==> src/rtl/core/rth_pkg.sv <==
// ----------------------------------------------------------------------------
// rth_pkg
// constants, widths and types shared by the rgb to hsl converter
// ----------------------------------------------------------------------------
package rth_pkg;

  localparam int unsigned CH_W          = 8;
  localparam int unsigned MAX_VALUE     = 255;
  localparam int unsigned HUE_FRAC_BITS = 6;

  // largest value a channel can hold after clamping
  localparam int unsigned MAX_CH = (MAX_VALUE < 255) ? MAX_VALUE : 255;

  localparam int unsigned HUE_W = 15;
  localparam int unsigned SAT_W = 16;
  localparam int unsigned SUM_W = 9;

  localparam int unsigned HUE_SCALE = 60 * (1 << HUE_FRAC_BITS);
  localparam int unsigned HUE_FULL  = 6 * HUE_SCALE;
  localparam int unsigned SAT_ONE   = 65535;

  // hue numerator k*d + num after wrap, 0 .. 6*d - 1
  localparam int unsigned H_W = $clog2(6 * MAX_CH + 1);

  localparam int unsigned HUE_DVD_W = $clog2(2 * 6 * MAX_CH * HUE_SCALE + MAX_CH + 1);
  localparam int unsigned SAT_DVD_W = $clog2(2 * MAX_CH * SAT_ONE + MAX_CH + 1);
  localparam int unsigned DVD_W     = (HUE_DVD_W > SAT_DVD_W) ? HUE_DVD_W : SAT_DVD_W;
  localparam int unsigned DVS_W     = $clog2(2 * MAX_CH + 1);

  // one quotient bit per stage, wide enough for both quotients
  localparam int unsigned HUE_Q_W = $clog2(HUE_FULL + 1);
  localparam int unsigned QUOT_W  = (HUE_Q_W > SAT_W) ? HUE_Q_W : SAT_W;

  typedef struct packed {
    logic [DVD_W-1:0] dividend;
    logic [DVS_W-1:0] divisor;
  } div_req_t;

  typedef struct packed {
    logic [HUE_W-1:0] hue;
    logic [SAT_W-1:0] sat;
    logic [SUM_W-1:0] sum;
  } hsl_t;

endpackage

==> src/rtl/core/rgb_to_hsl_converter_core.sv <==
// ----------------------------------------------------------------------------
// rgb_to_hsl_converter_core
// pipelined rgb to hsl pixel converter
// ----------------------------------------------------------------------------
// Takes one pixel per clock while pixel_stall is low and returns hue (1/64
// degree), saturation (times 65535) and the sum of the largest and smallest
// channel. From acceptance a pixel passes two operand stages, then two
// 16-stage dividers running side by side (one quotient bit per stage), then
// the output register. The converter holds no state between pixels and
// needs no setup after reset. pixel_stall rises only when the output
// register and its skid entry are both full.
module rgb_to_hsl_converter_core (
  input  logic                          clk,
  input  logic                          rst,
  input  logic                          pixel_valid,
  output logic                          pixel_stall,
  input  logic [rth_pkg::CH_W-1:0]      red,
  input  logic [rth_pkg::CH_W-1:0]      green,
  input  logic [rth_pkg::CH_W-1:0]      blue,
  output logic                          hsl_valid,
  input  logic                          hsl_stall,
  output logic [rth_pkg::HUE_W-1:0]     hue,
  output logic [rth_pkg::SAT_W-1:0]     saturation,
  output logic [rth_pkg::SUM_W-1:0]     lightness_sum
);

  localparam int unsigned QUOT_W = rth_pkg::QUOT_W;
  localparam int unsigned SUM_W  = rth_pkg::SUM_W;
  localparam int unsigned HUE_W  = rth_pkg::HUE_W;
  localparam int unsigned SAT_W  = rth_pkg::SAT_W;

  logic              en;
  logic              req_valid;
  logic [SUM_W-1:0]  req_sum;
  rth_pkg::div_req_t hue_req, sat_req;
  logic [QUOT_W-1:0] hue_q, sat_q, hue_fix;
  rth_pkg::hsl_t     result;

  assign pixel_stall = !en;

  rth_front u_front (
    .clk       (clk),
    .rst       (rst),
    .en        (en),
    .valid     (pixel_valid),
    .red       (red),
    .green     (green),
    .blue      (blue),
    .req_valid (req_valid),
    .req_sum   (req_sum),
    .hue_req   (hue_req),
    .sat_req   (sat_req)
  );

  rth_div u_hue_div (
    .clk  (clk),
    .en   (en),
    .req  (hue_req),
    .quot (hue_q)
  );

  rth_div u_sat_div (
    .clk  (clk),
    .en   (en),
    .req  (sat_req),
    .quot (sat_q)
  );

  // valid and lightness travel alongside the divider stages
  logic             vld [QUOT_W];
  logic [SUM_W-1:0] sum [QUOT_W];

  for (genvar k = 0; k < QUOT_W; k++) begin : g_tag
    always_ff @(posedge clk) begin
      if (rst) begin
        vld[k] <= 1'b0;
      end else if (en) begin
        vld[k] <= (k == 0) ? req_valid : vld[(k == 0) ? 0 : k - 1];
      end
    end

    always_ff @(posedge clk) begin
      if (en) begin
        sum[k] <= (k == 0) ? req_sum : sum[(k == 0) ? 0 : k - 1];
      end
    end
  end

  // hue that rounds up to a full turn wraps to zero
  assign hue_fix = (hue_q >= QUOT_W'(rth_pkg::HUE_FULL)) ? '0 : hue_q;

  assign result.hue = hue_fix[HUE_W-1:0];
  assign result.sat = sat_q[SAT_W-1:0];
  assign result.sum = sum[QUOT_W-1];

  rth_out u_out (
    .clk           (clk),
    .rst           (rst),
    .en            (en),
    .push_valid    (vld[QUOT_W-1]),
    .push_data     (result),
    .hsl_valid     (hsl_valid),
    .hsl_stall     (hsl_stall),
    .hue           (hue),
    .saturation    (saturation),
    .lightness_sum (lightness_sum)
  );

endmodule

==> src/rtl/core/rth_front.sv <==
// ----------------------------------------------------------------------------
// rth_front
// two pipeline stages: channel extremes, then divider operand setup
// ----------------------------------------------------------------------------
module rth_front (
  input  logic                          clk,
  input  logic                          rst,
  input  logic                          en,
  input  logic                          valid,
  input  logic [rth_pkg::CH_W-1:0]      red,
  input  logic [rth_pkg::CH_W-1:0]      green,
  input  logic [rth_pkg::CH_W-1:0]      blue,
  output logic                          req_valid,
  output logic [rth_pkg::SUM_W-1:0]     req_sum,
  output rth_pkg::div_req_t             hue_req,
  output rth_pkg::div_req_t             sat_req
);

  localparam int unsigned CH_W  = rth_pkg::CH_W;
  localparam int unsigned SUM_W = rth_pkg::SUM_W;
  localparam int unsigned H_W   = rth_pkg::H_W;
  localparam int unsigned HS_W  = H_W + 1;
  localparam int unsigned DVD_W = rth_pkg::DVD_W;
  localparam int unsigned DVS_W = rth_pkg::DVS_W;
  localparam int unsigned CMP_W = 17;

  localparam logic [1:0] SEC_RED   = 2'd0;
  localparam logic [1:0] SEC_GREEN = 2'd1;
  localparam logic [1:0] SEC_BLUE  = 2'd2;

  function automatic logic [CH_W-1:0] clamp_ch(input logic [CH_W-1:0] v);
    logic [CH_W-1:0] res;
    res = v;
    if (CMP_W'(v) > CMP_W'(rth_pkg::MAX_VALUE)) begin
      res = CH_W'(rth_pkg::MAX_CH);
    end
    return res;
  endfunction

  // stage 1
  logic [CH_W-1:0] r, g, b, mx, mn;
  logic [1:0] sec;
  logic signed [CH_W:0] num;

  always_comb begin
    r = clamp_ch(red);
    g = clamp_ch(green);
    b = clamp_ch(blue);
    mx = r;
    mn = r;
    if (g > mx) mx = g;
    if (b > mx) mx = b;
    if (g < mn) mn = g;
    if (b < mn) mn = b;
    // ties go to red, then green
    if (mx == r) begin
      sec = SEC_RED;
      num = $signed({1'b0, g}) - $signed({1'b0, b});
    end else if (mx == g) begin
      sec = SEC_GREEN;
      num = $signed({1'b0, b}) - $signed({1'b0, r});
    end else begin
      sec = SEC_BLUE;
      num = $signed({1'b0, r}) - $signed({1'b0, g});
    end
  end

  logic                 s1_valid;
  logic [1:0]           s1_sec;
  logic signed [CH_W:0] s1_num;
  logic [CH_W-1:0]      s1_d;
  logic [SUM_W-1:0]     s1_sum;

  always_ff @(posedge clk) begin
    if (rst) begin
      s1_valid <= 1'b0;
    end else if (en) begin
      s1_valid <= valid;
    end
  end

  always_ff @(posedge clk) begin
    if (en) begin
      s1_sec <= sec;
      s1_num <= num;
      s1_d   <= mx - mn;
      s1_sum <= SUM_W'(mx) + SUM_W'(mn);
    end
  end

  // stage 2
  logic signed [HS_W-1:0] kd, h;
  logic [H_W-1:0]         hv;
  logic [CH_W-1:0]        den;
  rth_pkg::div_req_t      hue_next, sat_next;

  always_comb begin
    case (s1_sec)
      SEC_RED:   kd = '0;
      SEC_GREEN: kd = $signed(HS_W'(s1_d) << 1);
      SEC_BLUE:  kd = $signed(HS_W'(s1_d) << 2);
      default:   kd = '0;
    endcase
    h = kd + HS_W'(s1_num);
    // negative hue wraps by a full turn
    if (h < 0) begin
      h = h + $signed(HS_W'(s1_d) * HS_W'(6));
    end
    hv = h[H_W-1:0];

    if (s1_sum <= SUM_W'(rth_pkg::MAX_CH)) begin
      den = s1_sum[CH_W-1:0];
    end else begin
      den = CH_W'(SUM_W'(2 * rth_pkg::MAX_CH) - s1_sum);
    end

    hue_next.dividend = DVD_W'(hv) * DVD_W'(2 * rth_pkg::HUE_SCALE) + DVD_W'(s1_d);
    hue_next.divisor  = DVS_W'({s1_d, 1'b0});
    sat_next.dividend = DVD_W'(s1_d) * DVD_W'(2 * rth_pkg::SAT_ONE) + DVD_W'(den);
    sat_next.divisor  = DVS_W'({den, 1'b0});

    // grey pixel: force both quotients to zero
    if (s1_d == '0) begin
      hue_next.dividend = '0;
      hue_next.divisor  = DVS_W'(1);
      sat_next.dividend = '0;
      sat_next.divisor  = DVS_W'(1);
    end
  end

  always_ff @(posedge clk) begin
    if (rst) begin
      req_valid <= 1'b0;
    end else if (en) begin
      req_valid <= s1_valid;
    end
  end

  always_ff @(posedge clk) begin
    if (en) begin
      req_sum <= s1_sum;
      hue_req <= hue_next;
      sat_req <= sat_next;
    end
  end

endmodule

==> src/rtl/core/rth_div.sv <==
// ----------------------------------------------------------------------------
// rth_div
// pipelined restoring divider, one quotient bit per register stage
// ----------------------------------------------------------------------------
module rth_div (
  input  logic                          clk,
  input  logic                          en,
  input  rth_pkg::div_req_t             req,
  output logic [rth_pkg::QUOT_W-1:0]    quot
);

  localparam int unsigned QUOT_W = rth_pkg::QUOT_W;
  localparam int unsigned DVS_W  = rth_pkg::DVS_W;

  // sh holds the unused dividend bits on top and the quotient bits below
  logic [DVS_W-1:0]  rem [QUOT_W];
  logic [DVS_W-1:0]  dvs [QUOT_W];
  logic [QUOT_W-1:0] sh  [QUOT_W];

  for (genvar k = 0; k < QUOT_W; k++) begin : g_stage
    logic [DVS_W-1:0]  src_rem;
    logic [DVS_W-1:0]  src_dvs;
    logic [QUOT_W-1:0] src_sh;
    logic [DVS_W:0]    trial;
    logic [DVS_W:0]    diff;
    logic              take;

    if (k == 0) begin : g_first
      // upper dividend part is below the divisor since the quotient fits
      assign src_rem = req.dividend[QUOT_W+DVS_W-1:QUOT_W];
      assign src_dvs = req.divisor;
      assign src_sh  = req.dividend[QUOT_W-1:0];
    end else begin : g_next
      assign src_rem = rem[k-1];
      assign src_dvs = dvs[k-1];
      assign src_sh  = sh[k-1];
    end

    assign trial = {src_rem, src_sh[QUOT_W-1]};
    assign diff  = trial - {1'b0, src_dvs};
    assign take  = (trial >= {1'b0, src_dvs});

    always_ff @(posedge clk) begin
      if (en) begin
        rem[k] <= take ? diff[DVS_W-1:0] : trial[DVS_W-1:0];
        dvs[k] <= src_dvs;
        sh[k]  <= {src_sh[QUOT_W-2:0], take};
      end
    end
  end

  assign quot = sh[QUOT_W-1];

endmodule

==> src/rtl/core/rth_out.sv <==
// ----------------------------------------------------------------------------
// rth_out
// output register with a skid entry; holds the pipeline while both are full
// ----------------------------------------------------------------------------
module rth_out (
  input  logic                          clk,
  input  logic                          rst,
  output logic                          en,
  input  logic                          push_valid,
  input  rth_pkg::hsl_t                 push_data,
  output logic                          hsl_valid,
  input  logic                          hsl_stall,
  output logic [rth_pkg::HUE_W-1:0]     hue,
  output logic [rth_pkg::SAT_W-1:0]     saturation,
  output logic [rth_pkg::SUM_W-1:0]     lightness_sum
);

  rth_pkg::hsl_t main_data, skid_data;
  logic          skid_valid;
  logic          push, pop;

  assign en   = !skid_valid;
  assign push = en && push_valid;
  assign pop  = hsl_valid && !hsl_stall;

  always_ff @(posedge clk) begin
    if (rst) begin
      hsl_valid  <= 1'b0;
      skid_valid <= 1'b0;
    end else if (skid_valid) begin
      if (pop) begin
        skid_valid <= 1'b0;
      end
    end else if (push) begin
      if (hsl_valid && !pop) begin
        skid_valid <= 1'b1;
      end else begin
        hsl_valid <= 1'b1;
      end
    end else if (pop) begin
      hsl_valid <= 1'b0;
    end
  end

  always_ff @(posedge clk) begin
    if (skid_valid) begin
      if (pop) begin
        main_data <= skid_data;
      end
    end else if (push) begin
      if (hsl_valid && !pop) begin
        skid_data <= push_data;
      end else begin
        main_data <= push_data;
      end
    end
  end

  assign hue           = main_data.hue;
  assign saturation    = main_data.sat;
  assign lightness_sum = main_data.sum;

endmodule

==> config.mk <==
export PLATFORM = sky130hd
export DESIGN_NAME = rgb_to_hsl_converter_core
export DESIGN_NICKNAME = d
export VERILOG_FILES = /design/src/rtl/core/rth_pkg.sv /design/src/rtl/core/rgb_to_hsl_converter_core.sv /design/src/rtl/core/rth_front.sv /design/src/rtl/core/rth_div.sv /design/src/rtl/core/rth_out.sv
export SDC_FILE = /design/constraint.sdc
export NUM_CORES = 2
export LEC_CHECK = 0
export BUFFER_PORTS_ARGS = -buffer_cell sky130_fd_sc_hd__buf_2
export CORE_ASPECT_RATIO = 1.2
export CORE_UTILIZATION = 69
export DETAILED_ROUTE_END_ITERATION = 8
export PLACE_DENSITY = 0.86
export SYNTH_ARGS = -nofsm -noshare
export SYNTH_HDL_FRONTEND = slang
export SYNTH_HIERARCHICAL = 1
export SYNTH_SLANG_ARGS = --single-unit
==> constraint.sdc <==
create_clock -name clk -period 66.4 [get_ports clk]
set_input_delay 3.32 -clock clk [delete_from_list [all_inputs] [get_ports clk]]
set_output_delay 3.32 -clock clk [all_outputs]
set_load 0.05 [all_outputs]
# Word level (Yosys, flattened, before mapping)

Memory sizes are Yosys's and may differ from the RTL's.
Index checks and enable logic that the tools add are counted.

Memories: 8
Logic and storage cells: 226
Output and inout port bits: 42
Register bits after elaboration: 189
Bits of input ports: 28
Bits in writable memories: 1248

Memories:

| name            | depth | bits a word | rd ports | clocked after Yosys merged registers in | write ports | line                            | source |
|---|---|---|---|---|---|---|---|
| u_hue_div.sh    | 16    | 16          | 16       | 0                                       | 16          | rth_div.sv:18                   | `logic [QUOT_W-1:0] sh [QUOT_W];` |
| u_sat_div.sh    | 16    | 16          | 16       | 0                                       | 16          | rth_div.sv:18                   |  |
| sum             | 16    | 9           | 16       | 0                                       | 16          | rgb_to_hsl_converter_core.sv:71 | `logic [SUM_W-1:0] sum [QUOT_W];` |
| u_hue_div.dvs   | 16    | 9           | 15       | 0                                       | 16          | rth_div.sv:17                   | `logic [DVS_W-1:0] dvs [QUOT_W];` |
| u_hue_div.rem   | 16    | 9           | 15       | 0                                       | 16          | rth_div.sv:16                   | `logic [DVS_W-1:0] rem [QUOT_W];` |
| u_sat_div.dvs   | 16    | 9           | 15       | 0                                       | 16          | rth_div.sv:17                   |  |
| 2 more memories | n/a   | n/a         | n/a      | n/a                                     | n/a         | n/a                             |  |

Muxes and demuxes: 77
Reductions and logical operators: 12
$mul: 3
$lt $le $gt $ge: 39
$add $sub $neg: 42
Equal/unequal tests: 7
Bitwise gates (word level): 17

Operator list:

| cell                    | count |
|---|---|
| $ge A10 B9 Y1           | 32 |
| $mux W9                 | 34 |
| $sub A9 B9 Y9           | 32 |
| $mux W40                | 4 |
| $mux W8                 | 5 |
| $mux W1                 | 30 |
| $sub A8 B8 Y9           | 3 |
| $add A24 B8 Y25         | 1 |
| $add A25 B8 Y25         | 1 |
| $mul A8 B16 Y24 const B | 1 |
| $pmux W10 S2            | 1 |
| $eq A8 B8 Y1            | 2 |
| $ge A16 B15 Y1 const B  | 1 |
| $gt A8 B8 Y1            | 2 |
| $lt A8 B8 Y1            | 2 |
| $or A1 B1 Y1            | 16 |
| $mul A11 B4 Y15 const B | 1 |
| $mux W15                | 1 |
| $add A11 B9 Y12         | 1 |
| $lt A12 B1 Y1 const B   | 1 |
| $add A11 B11 Y11        | 1 |
| $mux W11                | 1 |
| $mul A8 B2 Y10 const B  | 1 |
| $add A8 B8 Y9           | 1 |
| other kinds (14)        | 22 |

# Logic depth before layout (Yosys ltp)

Depth in word-level cells: 7
Gate-level depth with buffers: 29

# By module

The synthesis kept the hierarchy.

By module, submodules not included:

| module                    | sequential area each (um^2) | cells an instance | area an instance (um^2) | times used |
|---|---|---|---|---|
| rth_div at u_sat_div      | 15795.1                     | 1664              | 24048.1                 | 1 |
| rth_div at u_hue_div      | 15795.1                     | 1553              | 23582.6                 | 1 |
| rth_front                 | 2772.7                      | 1245              | 11457.2                 | 1 |
| rgb_to_hsl_converter_core | 4804.6                      | 217               | 5287.6                  | 1 |
| rth_out                   | 2442.3                      | 138               | 3174.3                  | 1 |

# Least setup slack after synthesis

No wires, ideal clock.

Kind: register to output
From: reg u_out.skid_valid
To: out pixel_stall
Stages on the path, launching flop included: 5
Path slack: 29.873 ns
Required time: 63.080 ns
Arrival time: 33.207 ns
Path through: dfxtp_1 -> buf_6 -> buf_12 -> inv_1 -> inv_1

RTL lines:

| element                  | line                            | source |
|---|---|---|
| start: declaration       | rth_out.sv:19                   | `logic skid_valid;` |
| start signal: assignment | rth_out.sv:29                   | `skid_valid <= 1'b0;` |
| start signal: assignment | rth_out.sv:32                   | `skid_valid <= 1'b0;` |
| start signal: assignment | rth_out.sv:36                   | `skid_valid <= 1'b1;` |
| end: declaration         | rgb_to_hsl_converter_core.sv:16 | `output logic pixel_stall,` |

No word-level cell between the ends.

# Worst setup path in the final report

From: in green[1] (netlist name)
To: reg u_front.s1_sum[8] (data pin)

Cells in the longest elaborated chain, start to end: 5
Elaborated cells on any way between the ends: 9

RTL lines:

| element                                      | line                             | source |
|---|---|---|
| start: declaration                           | rgb_to_hsl_converter_core.sv:18  | `input logic [rth_pkg::CH_W-1:0] green,` |
| $gt A8 B8 Y1 or $lt A8 B8 Y1 (tied branches) | rth_front.sv:51, rth_front.sv:53 |  |
| $mux W8 (on tied branches)                   | rth_front.sv:51, rth_front.sv:53 |  |
| $gt A8 B8 Y1 or $lt A8 B8 Y1 (tied branches) | rth_front.sv:52, rth_front.sv:54 |  |
| $mux W8 (on tied branches)                   | rth_front.sv:52, rth_front.sv:54 |  |
| $add A8 B8 Y9 (*)                            | rth_front.sv:87                  | `s1_sum <= SUM_W'(mx) + SUM_W'(mn);` |
| end signal: assignment                       | rth_front.sv:87                  |  |
| end: declaration                             | rth_front.sv:72                  | `logic [SUM_W-1:0] s1_sum;` |

Every way passes the cells marked *; elsewhere a longest branch is shown, timed or not.
A chain may end at the register's enable or synchronous reset.

==> flow_summary.ini <==
[cts]
cts_buffer_depth = 3
postCtsSetupBuffers = 0
h-tree-depth = 4
tritoncts = yes
insertion_delay_ps = 730
cts.clk_slew.worst_paths_ps = 70
root_buffer = clkbuf_16
clkSinkCount = 1387
cts_buffers = 133
cts_hold_buf = 0
cts_resized = 0

[sta]
worst_slack_ps = 57870
hold_violations = 0
rsz0062_at_grt = no
final.period_utilization_pct = 12.9
finClkSkew_ps = 30.9
period_needed_ps = 8540
fmax_mhz = 117
final.setup.tns_ps = 0
relSlewSlack_pct = 25.1
maxSlewViolCount = 0
finalSetupViolCount = 0
whs_ps = 398
worstMarginPinSlew_ps = 1120

[worst_setup_path]
end_kind = flop
cp-start-kind = primary input
max_stage_delay_ps = 870
path_common_cell = nor2_1
worst-r2r-setup-slack_ps = 59260
cp.arrival_ps = 9120
r2r-end = u_front/hue_req[32]$_SDFFCE_PP0P_
crit_type = in2reg
crit_required_ps = 66990
critical_path.top_delay_family = simple AND/OR/NAND/NOR gates
worstRegToRegCells = 22
crit_buf_inv = 3
worst-path-max-fanout = 20
cp_slowest_cell = nor2_1
reg2reg_from = u_front/s1_d[0]$_DFFE_PP_

[die]
die_w_um = 288
core_area_um2 = 97000
die_area_um2 = 99200
fp.dieH_um = 345
rows = 125
io_pins = 70
start_util_pct = 69.7

[synth]
syn_area_um2 = 67500
synth_cells = 4817
ys_ff_latch = 1387
synth_warnings = 6
synth_edf_count = 1383
async_reset_ff_share_pct = 0
yosysSeqAreaShare_pct = 61.6
ys.flop_type = edfxtp_1
synth.distinct_cells = 103
syn_avg_cell_area_um2 = 14.0

[placed_design]
port-buffer-count = 69
place.gp.congestion = 0.936
place_area_um2 = 69200
dp_hpwl_mm = 86.8
pre_cts_slack_ps = 57180

[layout]
final_layout_size_suffix_gt1_share_pct = 12.0
area_delta_synth_final_pct = 8.98
design_area_um2 = 73600
n_fill_cell = 5372
fin_nets = 5518
diodes = 0

[routing]
drtIter0Drc = 3031
drc = 20
detail_route.vias_per_cell = 6.23
wl_mm = 137
via_count = 39500
wl_per_cell_um = 21.6
dr.pass1.iters = 9
drt.antenna.violating_nets = 0

[global_route]
grt_pass1_vias = 41300
grt_antenna_before_repair = 3
grt_first_pass_wirelength_mm = 216
overflow = 0
grt_max_degree = 189
track_usage_pct = 28.1

[job]
cap_violations = 0

[outcome]
run_status = complete, but fails checks
violations = design-rule violations

[hold_path]
whs_path_depth = 0
hp-class = reg2reg
min-delay-start = u_hue_div/sh[3][6]$_DFFE_PP_
min_to = u_hue_div/sh[3][23]$_DFFE_PP_
[metal layers]
| metal | global-route usage, % | routed length (um) | vias to the layer above |
|---|---|---|---|
| met5 | 0 | 9 | - |
| li1 | - | - | 18300 |
| met2 | 54.0 | 75500 | 1504 |
| met4 | 15.5 | 7830 | 2 |
| met1 | 28.7 | 47900 | 19200 |
| met3 | 4.35 | 6050 | 553 |
[flip-flops by register name, summed over array words and instances (netlist names), 2 cells and up]
signal	cells
u_out/skid_data	40
u_sat_div/dvs	135
u_front/s1_d	8
u_front/s1_sec	2
u_sat_div/sh	256
u_front/req_sum	9
vld	16
u_front/s1_sum	8
u_out/hue	15
sum	144
u_front/hue_req	24
u_out/saturation	16
u_out/lightness_sum	9
u_sat_div/rem	135
u_front/sat_req	31
u_front/s1_num	9
u_hue_div/dvs	135
u_hue_div/rem	135
u_hue_div/sh	256
[worst reg2reg max path, delay by kind of cell (launching register included)]
kind | cells | cell delay (ps)
AOI/OAI and AO/OA | 9 | 2060
adders and majority gates | 5 | 2000
and+or+nand+nor | 4 | 1310
DFF | 1 | 680
muxes | 1 | 480
buffers and inverters | 2 | 200
xor gates and xnor gates | 1 | 120
[synth_stat cells (12+ instances only)]
cell	n	share of area (%)
o22ai_1	12	0.11
nand3_1	63	0.47
nor2_1	258	1.4
nand4_1	59	0.55
clkbuf_1	25	0.14
nand3b_1	12	0.13
o21a_1	58	0.64
xor2_1	60	0.78
a311oi_1	13	0.17
buf_4	14	0.16
nand2_1	95	0.53
o21bai_1	22	0.24
a22oi_1	13	0.14
fa_1	82	2.4
edfxtp_1	1383	61
a21o_1	88	0.98
a31o_2	13	0.17
a211oi_1	29	0.32
inv_1	539	3.0
or3b_1	14	0.18
mux2i_1	61	0.90
o31a_1	13	0.17
o31ai_1	28	0.31
and2_1	33	0.31
nand2b_1	40	0.37
mux2_4	58	1.3
mux2_2	172	2.9
ha_1	437	8.1
o41ai_1	14	0.18
o211ai_1	43	0.48
a221oi_1	15	0.19
nor2b_1	56	0.52
a31oi_1	17	0.16
and3_1	31	0.29
a21oi_1	287	2.1
o21ai_0	121	0.90
a21boi_0	34	0.38
nor3_1	74	0.55
a211o_1	19	0.25
xnor2_1	176	2.3
[metrics by stage]
step / util [%] / instances
after floorplan: - / 4818
after global placement: 71.4 / 6106
after detailed placement: 71.4 / 6106
after CTS: 75.9 / 6347
after global routing: 75.9 / 6347
final: 75.9 / 6347
[worst max path at each step]
stage	endpoint	slack, ps	from	depth (start not counted)
2_1_floorplan	pixel_stall	29870	u_out/skid_valid$_SDFF_PP0_	4
3_3_place_gp	u_front/s1_sum[6]$_DFFE_PP_	57220	green[1]	24
3_5_place_dp	u_front/s1_sum[8]$_DFFE_PP_	57180	green[1]	25
4_1_cts	u_front/s1_sum[8]$_DFFE_PP_	57910	green[1]	25
5_1_grt	u_front/s1_sum[8]$_DFFE_PP_	57320	green[1]	26
6_report	u_front/s1_sum[8]$_DFFE_PP_	57870	green[1]	26
[kinds of logic (layout without fill, tap and decap cells)]
group | after synthesis | count (layout) | synth area share [%]
AO/OA/AOI/OAI | 957 | 957 | 9.69
XOR/XNOR | 240 | 240 | 3.16
adder cells (fa/ha/maj) | 519 | 519 | 10.5
buffers and inverters | 619 | 878 | 3.76
flip-flops | 1387 | 1387 | 61.6
multiplexers | 292 | 292 | 5.09
other | 1 | 2 | 0.00555
AND/OR/NAND/NOR | 802 | 802 | 6.17
[cells in the final DEF (no fill, tap or decap), types with 88 or more instances in the layout]
cell       count
mux2_2       172
xnor2_1      176
edfxtp_1    1383
a21oi_1      287
nand2_1       95
clkbuf_16    134
a21o_1        88
o21ai_0      121
nor2_1       257
ha_1         437
inv_1        538
[final cells by class]
| class | count | area [um^2] | area share [%] |
|---|---|---|---|
| Clock buffer | 163 | 3490 | 4.74 |
| Sequential cell | 1387 | 41600 | 56.5 |
| Tap cell | 1270 | 1590 | 2.16 |
| Timing Repair Buffer | 90 | 528 | 0.717 |
| Inverter | 547 | 2060 | 2.80 |
| Clock inverter | 78 | 911 | 1.24 |
| Multi-Input combinational cell | 2812 | 23400 | 31.8 |
Power is not shown: default switching activity piles up to over one toggle a cycle in this logic, so the estimate is an artifact.
